### src/sv/edsc_pkg.sv
// constants and types for the der signature canonicality checker
// group order of secp256k1, der tags and length limits, parse phases, verdict codes
// no dependencies
package edsc_pkg;

  // secp256k1 group order and its half, rounded down
  localparam logic [255:0] GROUP_ORDER =
    256'hFFFFFFFF_FFFFFFFF_FFFFFFFF_FFFFFFFE_BAAEDCE6_AF48A03B_BFD25E8C_D0364141;
  localparam logic [255:0] GROUP_HALF = (GROUP_ORDER - 256'd1) >> 1;

  // der framing
  localparam logic [7:0] SEQ_TAG   = 8'h30;
  localparam logic [7:0] INT_TAG   = 8'h02;
  localparam logic [7:0] INT_LEN_MAX = 8'd33;
  localparam logic [5:0] PART_LEN_MAX = 6'd33;
  localparam logic [6:0] SIG_LEN_MAX = 7'd72;
  localparam logic [7:0] SIG_LEN_MIN = 8'd8;

  // parse phase, one-hot
  typedef enum logic [7:0] {
    PH_HDR_TAG = 8'b0000_0001,
    PH_HDR_LEN = 8'b0000_0010,
    PH_R_TAG   = 8'b0000_0100,
    PH_R_LEN   = 8'b0000_1000,
    PH_R_DATA  = 8'b0001_0000,
    PH_S_TAG   = 8'b0010_0000,
    PH_S_LEN   = 8'b0100_0000,
    PH_S_DATA  = 8'b1000_0000
  } phase_t;

  // result codes
  typedef enum logic [1:0] {
    VERDICT_INVALID   = 2'd0,
    VERDICT_CANONICAL = 2'd1,
    VERDICT_LOW_S     = 2'd2
  } verdict_t;

endpackage

### src/sv/ecdsa_der_signature_canonicality.sv
// byte-serial canonicality check of a der-encoded secp256k1 ecdsa signature
// depends on edsc_pkg for the group order, der constants, phase and verdict types
//
// Takes one signature byte per transaction on the in_ channel, in_last_byte marking
// the final byte, and gives one out_verdict transaction per signature: 0 invalid,
// 1 canonical, 2 canonical with low s. Bytes are taken one per cycle back to back
// while in_ready is high; each byte passes an input register, then the parse step,
// integer accumulation and the constant 256-bit compares against the group order
// and its half, then the result register; a final byte waits in the input register
// while the previous verdict has not yet left the result register. in_ready drops
// only while a final byte sits in the input register and the previous verdict has
// not yet been taken. After each final byte the parser is back in its reset state
// for the next signature.
module ecdsa_der_signature_canonicality (
  input  logic       clk,
  input  logic       rst_n,
  input  logic       in_valid,
  output logic       in_ready,
  input  logic [7:0] in_sig_byte,
  input  logic       in_last_byte,
  output logic       out_valid,
  input  logic       out_ready,
  output logic [1:0] out_verdict
);
  import edsc_pkg::*;

  // input register
  logic       in_v_r;
  logic [7:0] byte_r;
  logic       last_r;

  // parser state
  logic [6:0]   byte_count_r, byte_count_nxt;
  logic [7:0]   decl_len_r, decl_len_nxt;
  phase_t       phase_r, phase_nxt;
  logic [5:0]   part_rem_r, part_rem_nxt;
  logic         fbz_r, fbz_nxt;
  logic [255:0] r_value_r, r_value_nxt;
  logic [255:0] s_value_r, s_value_nxt;
  logic         failed_r, failed_nxt;

  // result register
  logic     out_v_r;
  verdict_t verdict_r;

  logic         out_free;
  logic         proc;
  logic         fail_pre;
  logic [255:0] acc_sel;
  logic         acc_zero;
  logic [255:0] acc_shift;
  logic         td_fail;
  logic         td_fbz;
  logic [5:0]   td_rem;
  logic [7:0]   total;
  logic         len_bad;
  logic         sig_ok;
  verdict_t     verdict_nxt;

  // flow control: only a final byte needs room in the result register
  assign out_free = !out_v_r || out_ready;
  assign proc     = in_v_r && (!last_r || out_free);
  assign in_ready = !in_v_r || proc;

  assign out_valid   = out_v_r;
  assign out_verdict = verdict_r;

  // integer data byte: sign, zero and padding checks, shift into accumulator
  assign acc_sel   = (phase_r == PH_R_DATA) ? r_value_r : s_value_r;
  assign acc_zero  = ~|acc_sel;
  assign acc_shift = {acc_sel[247:0], byte_r};
  assign td_rem    = (part_rem_r == 6'd0) ? 6'd0 : part_rem_r - 6'd1;

  always_comb begin
    td_fail = 1'b0;
    td_fbz  = fbz_r;
    if (acc_zero && !fbz_r) begin
      if (byte_r[7]) begin
        td_fail = 1'b1;
      end else if (byte_r == 8'd0) begin
        if (part_rem_r == 6'd1) td_fail = 1'b1;
        td_fbz = 1'b1;
      end else if (part_rem_r == PART_LEN_MAX) begin
        td_fail = 1'b1;
      end
    end else if (fbz_r && acc_zero) begin
      if (!byte_r[7]) td_fail = 1'b1;
    end
  end

  assign len_bad  = (byte_r == 8'd0) || (byte_r > INT_LEN_MAX);
  assign fail_pre = failed_r || (byte_count_r >= SIG_LEN_MAX);

  // parse step
  always_comb begin
    phase_nxt    = phase_r;
    decl_len_nxt = decl_len_r;
    part_rem_nxt = part_rem_r;
    fbz_nxt      = fbz_r;
    r_value_nxt  = r_value_r;
    s_value_nxt  = s_value_r;
    failed_nxt   = fail_pre;
    if (!fail_pre) begin
      unique case (phase_r)
        PH_HDR_TAG: begin
          if (byte_r != SEQ_TAG) failed_nxt = 1'b1;
          else phase_nxt = PH_HDR_LEN;
        end
        PH_HDR_LEN: begin
          decl_len_nxt = byte_r;
          phase_nxt    = PH_R_TAG;
        end
        PH_R_TAG: begin
          if (byte_r != INT_TAG) failed_nxt = 1'b1;
          else phase_nxt = PH_R_LEN;
        end
        PH_R_LEN: begin
          if (len_bad) begin
            failed_nxt = 1'b1;
          end else begin
            part_rem_nxt = byte_r[5:0];
            fbz_nxt      = 1'b0;
            phase_nxt    = PH_R_DATA;
          end
        end
        PH_R_DATA: begin
          failed_nxt   = td_fail;
          fbz_nxt      = td_fbz;
          r_value_nxt  = acc_shift;
          part_rem_nxt = td_rem;
          if (td_rem == 6'd0) phase_nxt = PH_S_TAG;
        end
        PH_S_TAG: begin
          if (byte_r != INT_TAG) failed_nxt = 1'b1;
          else phase_nxt = PH_S_LEN;
        end
        PH_S_LEN: begin
          if (len_bad) begin
            failed_nxt = 1'b1;
          end else begin
            part_rem_nxt = byte_r[5:0];
            fbz_nxt      = 1'b0;
            phase_nxt    = PH_S_DATA;
          end
        end
        PH_S_DATA: begin
          if (part_rem_r == 6'd0) begin
            failed_nxt = 1'b1;
          end else begin
            failed_nxt   = td_fail;
            fbz_nxt      = td_fbz;
            s_value_nxt  = acc_shift;
            part_rem_nxt = td_rem;
          end
        end
        default: failed_nxt = 1'b1;
      endcase
    end
  end

  // byte count, saturating at the maximum signature length
  assign total = {1'b0, byte_count_r} + 8'd1;
  assign byte_count_nxt = (byte_count_r < SIG_LEN_MAX) ? byte_count_r + 7'd1 : byte_count_r;

  // final checks; r only moves in its data phase, so its stored value is final here
  assign sig_ok = !failed_nxt && (phase_nxt == PH_S_DATA) && (part_rem_nxt == 6'd0) &&
                  (total >= SIG_LEN_MIN) && (total <= {1'b0, SIG_LEN_MAX}) &&
                  (decl_len_nxt == total - 8'd2) &&
                  (r_value_r < GROUP_ORDER) && (s_value_nxt < GROUP_ORDER);

  always_comb begin
    if (!sig_ok) verdict_nxt = VERDICT_INVALID;
    else if (s_value_nxt <= GROUP_HALF) verdict_nxt = VERDICT_LOW_S;
    else verdict_nxt = VERDICT_CANONICAL;
  end

  // input register
  always_ff @(posedge clk) begin
    if (!rst_n) begin
      in_v_r <= 1'b0;
    end else if (in_valid && in_ready) begin
      in_v_r <= 1'b1;
    end else if (proc) begin
      in_v_r <= 1'b0;
    end
  end

  always_ff @(posedge clk) begin
    if (in_valid && in_ready) begin
      byte_r <= in_sig_byte;
      last_r <= in_last_byte;
    end
  end

  // parser state, cleared after each final byte
  always_ff @(posedge clk) begin
    if (!rst_n || (proc && last_r)) begin
      byte_count_r <= '0;
      decl_len_r   <= '0;
      phase_r      <= PH_HDR_TAG;
      part_rem_r   <= '0;
      fbz_r        <= 1'b0;
      r_value_r    <= '0;
      s_value_r    <= '0;
      failed_r     <= 1'b0;
    end else if (proc) begin
      byte_count_r <= byte_count_nxt;
      decl_len_r   <= decl_len_nxt;
      phase_r      <= phase_nxt;
      part_rem_r   <= part_rem_nxt;
      fbz_r        <= fbz_nxt;
      r_value_r    <= r_value_nxt;
      s_value_r    <= s_value_nxt;
      failed_r     <= failed_nxt;
    end
  end

  // result register
  always_ff @(posedge clk) begin
    if (!rst_n) begin
      out_v_r <= 1'b0;
    end else if (proc && last_r) begin
      out_v_r <= 1'b1;
    end else if (out_ready) begin
      out_v_r <= 1'b0;
    end
  end

  always_ff @(posedge clk) begin
    if (proc && last_r) verdict_r <= verdict_nxt;
  end

  // byte count never runs past the saturation point
  a_count_sat: assert property (@(posedge clk) disable iff (!rst_n)
    byte_count_r <= SIG_LEN_MAX)
    else $error("byte count beyond maximum signature length");

  // integer data still due never exceeds the longest integer
  a_rem_max: assert property (@(posedge clk) disable iff (!rst_n)
    part_rem_r <= PART_LEN_MAX)
    else $error("integer remaining length out of range");

  // input side stalls only behind a final byte waiting for the result register
  a_stall_cause: assert property (@(posedge clk) disable iff (!rst_n)
    !in_ready |-> (in_v_r && last_r && out_v_r && !out_ready))
    else $error("input stalled without a blocked final byte");

  // a processed final byte leaves the parser at the header tag with an empty count
  a_reset_after_last: assert property (@(posedge clk) disable iff (!rst_n)
    (proc && last_r) |=> (byte_count_r == 7'd0 && phase_r == PH_HDR_TAG && !failed_r
                          && out_v_r))
    else $error("parser not cleared after final byte");

  // a non-invalid verdict needs s below the group order
  a_low_s: assert property (@(posedge clk) disable iff (!rst_n)
    (proc && last_r && verdict_nxt != VERDICT_INVALID) |-> (s_value_nxt < GROUP_ORDER))
    else $error("valid verdict with s not below the group order");

endmodule
### config.mk
export PLATFORM = sky130hd
export DESIGN_NAME = ecdsa_der_signature_canonicality
export DESIGN_NICKNAME = d
export VERILOG_FILES = /design/src/sv/edsc_pkg.sv /design/src/sv/ecdsa_der_signature_canonicality.sv
export SDC_FILE = /design/constraint.sdc
export NUM_CORES = 2
export LEC_CHECK = 0
export ABC_AREA = 1
export BUFFER_PORTS_ARGS = -buffer_cell sky130_fd_sc_hd__buf_2
export CAP_MARGIN = 20
export CORE_AREA = 2 2 270 272
export CTS_CLUSTER_DIAMETER = 30
export CTS_CLUSTER_SIZE = 16
export DETAILED_ROUTE_END_ITERATION = 16
export DIE_AREA = 0 0 272 274
export GPL_ROUTABILITY_DRIVEN = 0
export HOLD_SLACK_MARGIN = 0.06
export PLACE_DENSITY = 0.59
export SLEW_MARGIN = 5
export SYNTH_ARGS = -nofsm -noshare
export SYNTH_HDL_FRONTEND = slang
export SYNTH_SLANG_ARGS = --single-unit
### constraint.sdc
create_clock -name clk -period 4.8 [get_ports clk]
set_clock_uncertainty 0.1 [all_clocks]
set_input_delay 0.48 -clock clk [delete_from_list [all_inputs] [get_ports clk]]
set_output_delay 0.48 -clock clk [all_outputs]
set_load 0.02 [all_outputs]
==> out/metrics.csv <==
metric,value,unit
wl_per_cell,15.77,um
yosysTopAreaCellShare,34.15,%
max_freq,238.0,MHz
status,finished clean,
hold_end,r_value_r[26],
hold_class,reg2reg,
rsz0062_at_grt,no,
grt_pass1_wl,155300,um
synth_seq_cells,556,
required,5.16,ns
dieArea,74530,sq um
path_buf_inv,2,
crit_fanout,92,
clkSlewWorstSetupHoldPaths,0.04,ns
placed_area,32320,sq um
syn_area,31950,sq um
ys_seq_area_share,35.18,%
die_w,272,um
synth_cells,5076,
critPathMaxStageDelay,0.44,ns
pwr-share-comb,8.2,%
synth_top_area_cell,dfxtp_1,
crit_path_end_kind,flip-flop,
p_clk_share,62.5,%
n_antenna_cell,0,
cts_tree,yes,
num_vias,31790,
worstReg2RegEnd,out_verdict[0],
fin_cells,6088,
postLayoutCoreUtil,52.56,%
worstHoldStart,r_value_r[26],
min_period,4.201,ns
antenna_found_initial,1,
synthToLayoutAreaGrowth,18.39,%
r2r_cells,19,
die_h,274,um
ys_types,55,
finalSetupTns,0,ns
worst_slew_pin_slew,1.137,ns
synth_edf_count,11,
gr-total-overflow,0,
switching_share,24.43,%
rows,99,
ys.flop_type,dfxtp_1,
hpwl,63080,um
cts_buffer_depth,3,
whs_path_depth,2,
route.detailed.drc,0,
cts_htree_levels,4,
drv_cap,0,
ys_warn_count,0,
power.switching,4.089,mW
synth_nets,5096,
setup_viol,0,
rrSetupSlack,0.60,ns
grt_max_degree,251,
cts.sinks,556,
path_cells,inv_2 -> nand2_2 -> nor2_8 -> nand2_8 -> buf_12 -> o21ai_0 -> nand2_1 -> nor3_1 -> nand2_1 -> nor2_1 -> nand2_1 -> nor2_1 -> nand2_1 -> nor2_1 -> o211ai_1 -> nand3_1 -> nor2_1 -> nand2_1 -> nor2_1,
powerDensity,442.5,nW/um^2
hold_violations,0,
internal_power,12.65,mW
dp.cells,5801,
critical_path_arrival,4.57,ns
worstSetupPathType,reg2reg,
root_buffer,clkbuf_16,
leakage,17.31,nW
drt-initial-drc-count,2295,
worst_skew_pair.late_latency,0.71,ns
cp_slowest_cell,o21ai_0,
async_flop_share,0,%
totalWireLength,96000,um
final.period_utilization,87.53,%
hold_slack,0.3632,ns
nNetsFinal,5031,
fp.coreArea,71970,sq um
firstDrtPassIters,6,
max_slew_margin,24.18,%
slew_viol_final,0,
startpoint_type,flip-flop,
synth.area.top_cells,"dfxtp_1 (34%), nand2_1 (14%), o21ai_0 (9.3%)",
first_global_vias,29300,
design_area,37830,sq um
via_per_inst,5.221,
r2r-start,phase_r[3],
io_buffer_count,16,
postRouteAntennaNets,0,
ir_drop,0.0002913,V
crit_family,simple AND/OR/NAND/NOR gates,
seqPwrFrac,29.3,%
track_usage,25.44,%
start_util,44.39,%
drive_above_1_share,7.370,%
syn_area_per_cell,6.294,sq um
numCtsBuffers,154,
pin_count,17,
## logic make-up after synthesis
family,Yosys count,synth area share (%)
and+or+nand+nor,1982,25.80
AOI/OAI and AO/OA,1427,24.17
buffers and inverters,1091,14.22
DFF,556,35.18
xor gates and xnor gates,13,0.3564
adders and majority gates,7,0.2741
## flip-flops by register name, indices dropped and copies added, names as in the netlist
signal / cells
s_value_r: 256
fbz_r: 1
failed_r: 1
last_r: 1
part_rem_r: 6
out_valid: 1
out_verdict: 2
phase_r: 8
decl_len_r: 8
byte_r: 8
byte_count_r: 7
in_v_r: 1
r_value_r: 256
## power groups by stage
stage	sequential (mW)	clock, mW	combinational, mW
after CTS	4.90	10.6	1.37
after floorplan	4.96	0	1.01
after global routing	4.92	10.9	1.57
after global placement	4.98	0	1.35
final	4.91	10.5	1.37
after detailed placement	4.98	0	1.35
## area by class of cell
type	instances	area [sq um]
Multi-Input combinational cell	3429	16200
Inverter	794	2990
Timing Repair Buffer	76	813.3
Fill cell	7370	34140
Sequential cell	556	11240
Clock inverter	61	804.5
Clock buffer	213	4574
Tap cell	959	1200
## cells in the mapped netlist, types with 8 or more instances
cell type and n:
edfxtp_1 11, nand4_1 125, nor4_1 18, nor3_1 73, buf_2 69, o21ai_1 227, nor2_1 441, o21a_1 8
inv_2 12, nand3_1 118, o21ai_0 595, clkbuf_1 160, xor2_1 9, buf_6 38, a211oi_1 121, nand2_1 1159
inv_1 780, o211ai_1 53, a21oi_1 385, buf_4 20, dfxtp_1 545, o21ai_2 17, buf_1 10
## cells in the final DEF (no fill, tap or decap), types with 18 or more instances in the layout
cell type	Yosys	final
clkbuf_16	0	161
clkinv_2	0	25
nor4_1	18	18
nand4_1	125	125
a211oi_1	121	121
o211ai_1	53	53
dfxtp_1	545	545
nor3_1	73	73
o21ai_1	227	227
o21ai_0	595	595
nand3_1	118	118
inv_1	780	777
clkbuf_8	0	35
a21oi_1	385	385
buf_4	20	27
buf_12	0	20
nor2_1	441	440
nand2_1	1159	1157
## repair_timing
item                                   4_1_cts  5_1_grt
resized for setup                            0        0
endpoints found under the hold margin       11        0
hold buffers                                13        0
setup buffers                                0        0
## worst reg2reg max path, stage by stage (launching register included)
cell and delay [ns]:
dfxtp_1 0.34, inv_2 0.10, nand2_2 0.09, nor2_8 0.30, nand2_8 0.30, buf_12 0.32
o21ai_0 0.50, nand2_1 0.09, nor3_1 0.17, nand2_1 0.08, nor2_1 0.16, nand2_1 0.13
nor2_1 0.32, nand2_1 0.25, nor2_1 0.16, o211ai_1 0.12, nand3_1 0.22, nor2_1 0.08
nand2_1 0.09, nor2_1 0.05
## stage by stage
stage / power (mW) / setup slack, ns
2_1_floorplan: 5.970 / 2.038
4_1_cts: 16.85 / 0.5806
6_report: 16.74 / 0.5987
3_5_place_dp: 6.333 / 0.6007
3_3_place_gp: 6.328 / 0.6642
5_1_grt: 17.35 / 0.2168
## how the worst max path moves through the flow
stage,depth (start not counted),slack [ns],start,to
finish,19,0.60,phase_r[3],out_verdict[0]
global route,19,0.22,phase_r[3],out_verdict[1]
CTS,19,0.58,phase_r[3],out_verdict[0]
detailed placement,19,0.60,phase_r[3],out_verdict[0]
global placement,19,0.66,phase_r[1],out_verdict[1]
floorplan,22,2.04,part_rem_r[0],out_verdict[0]
## metal layers
metal / vias up / share of wire (%) / GRT usage, %
met5: - / 0 / 0
met3: 169 / 4.4 / 3.757
met4: 0 / 2.4 / 8.545
met2: 708 / 47 / 43.02
li1: 16480 / - / -
met1: 14440 / 46 / 33.18
No activity file was read; power rests on OpenSTA's default activity.
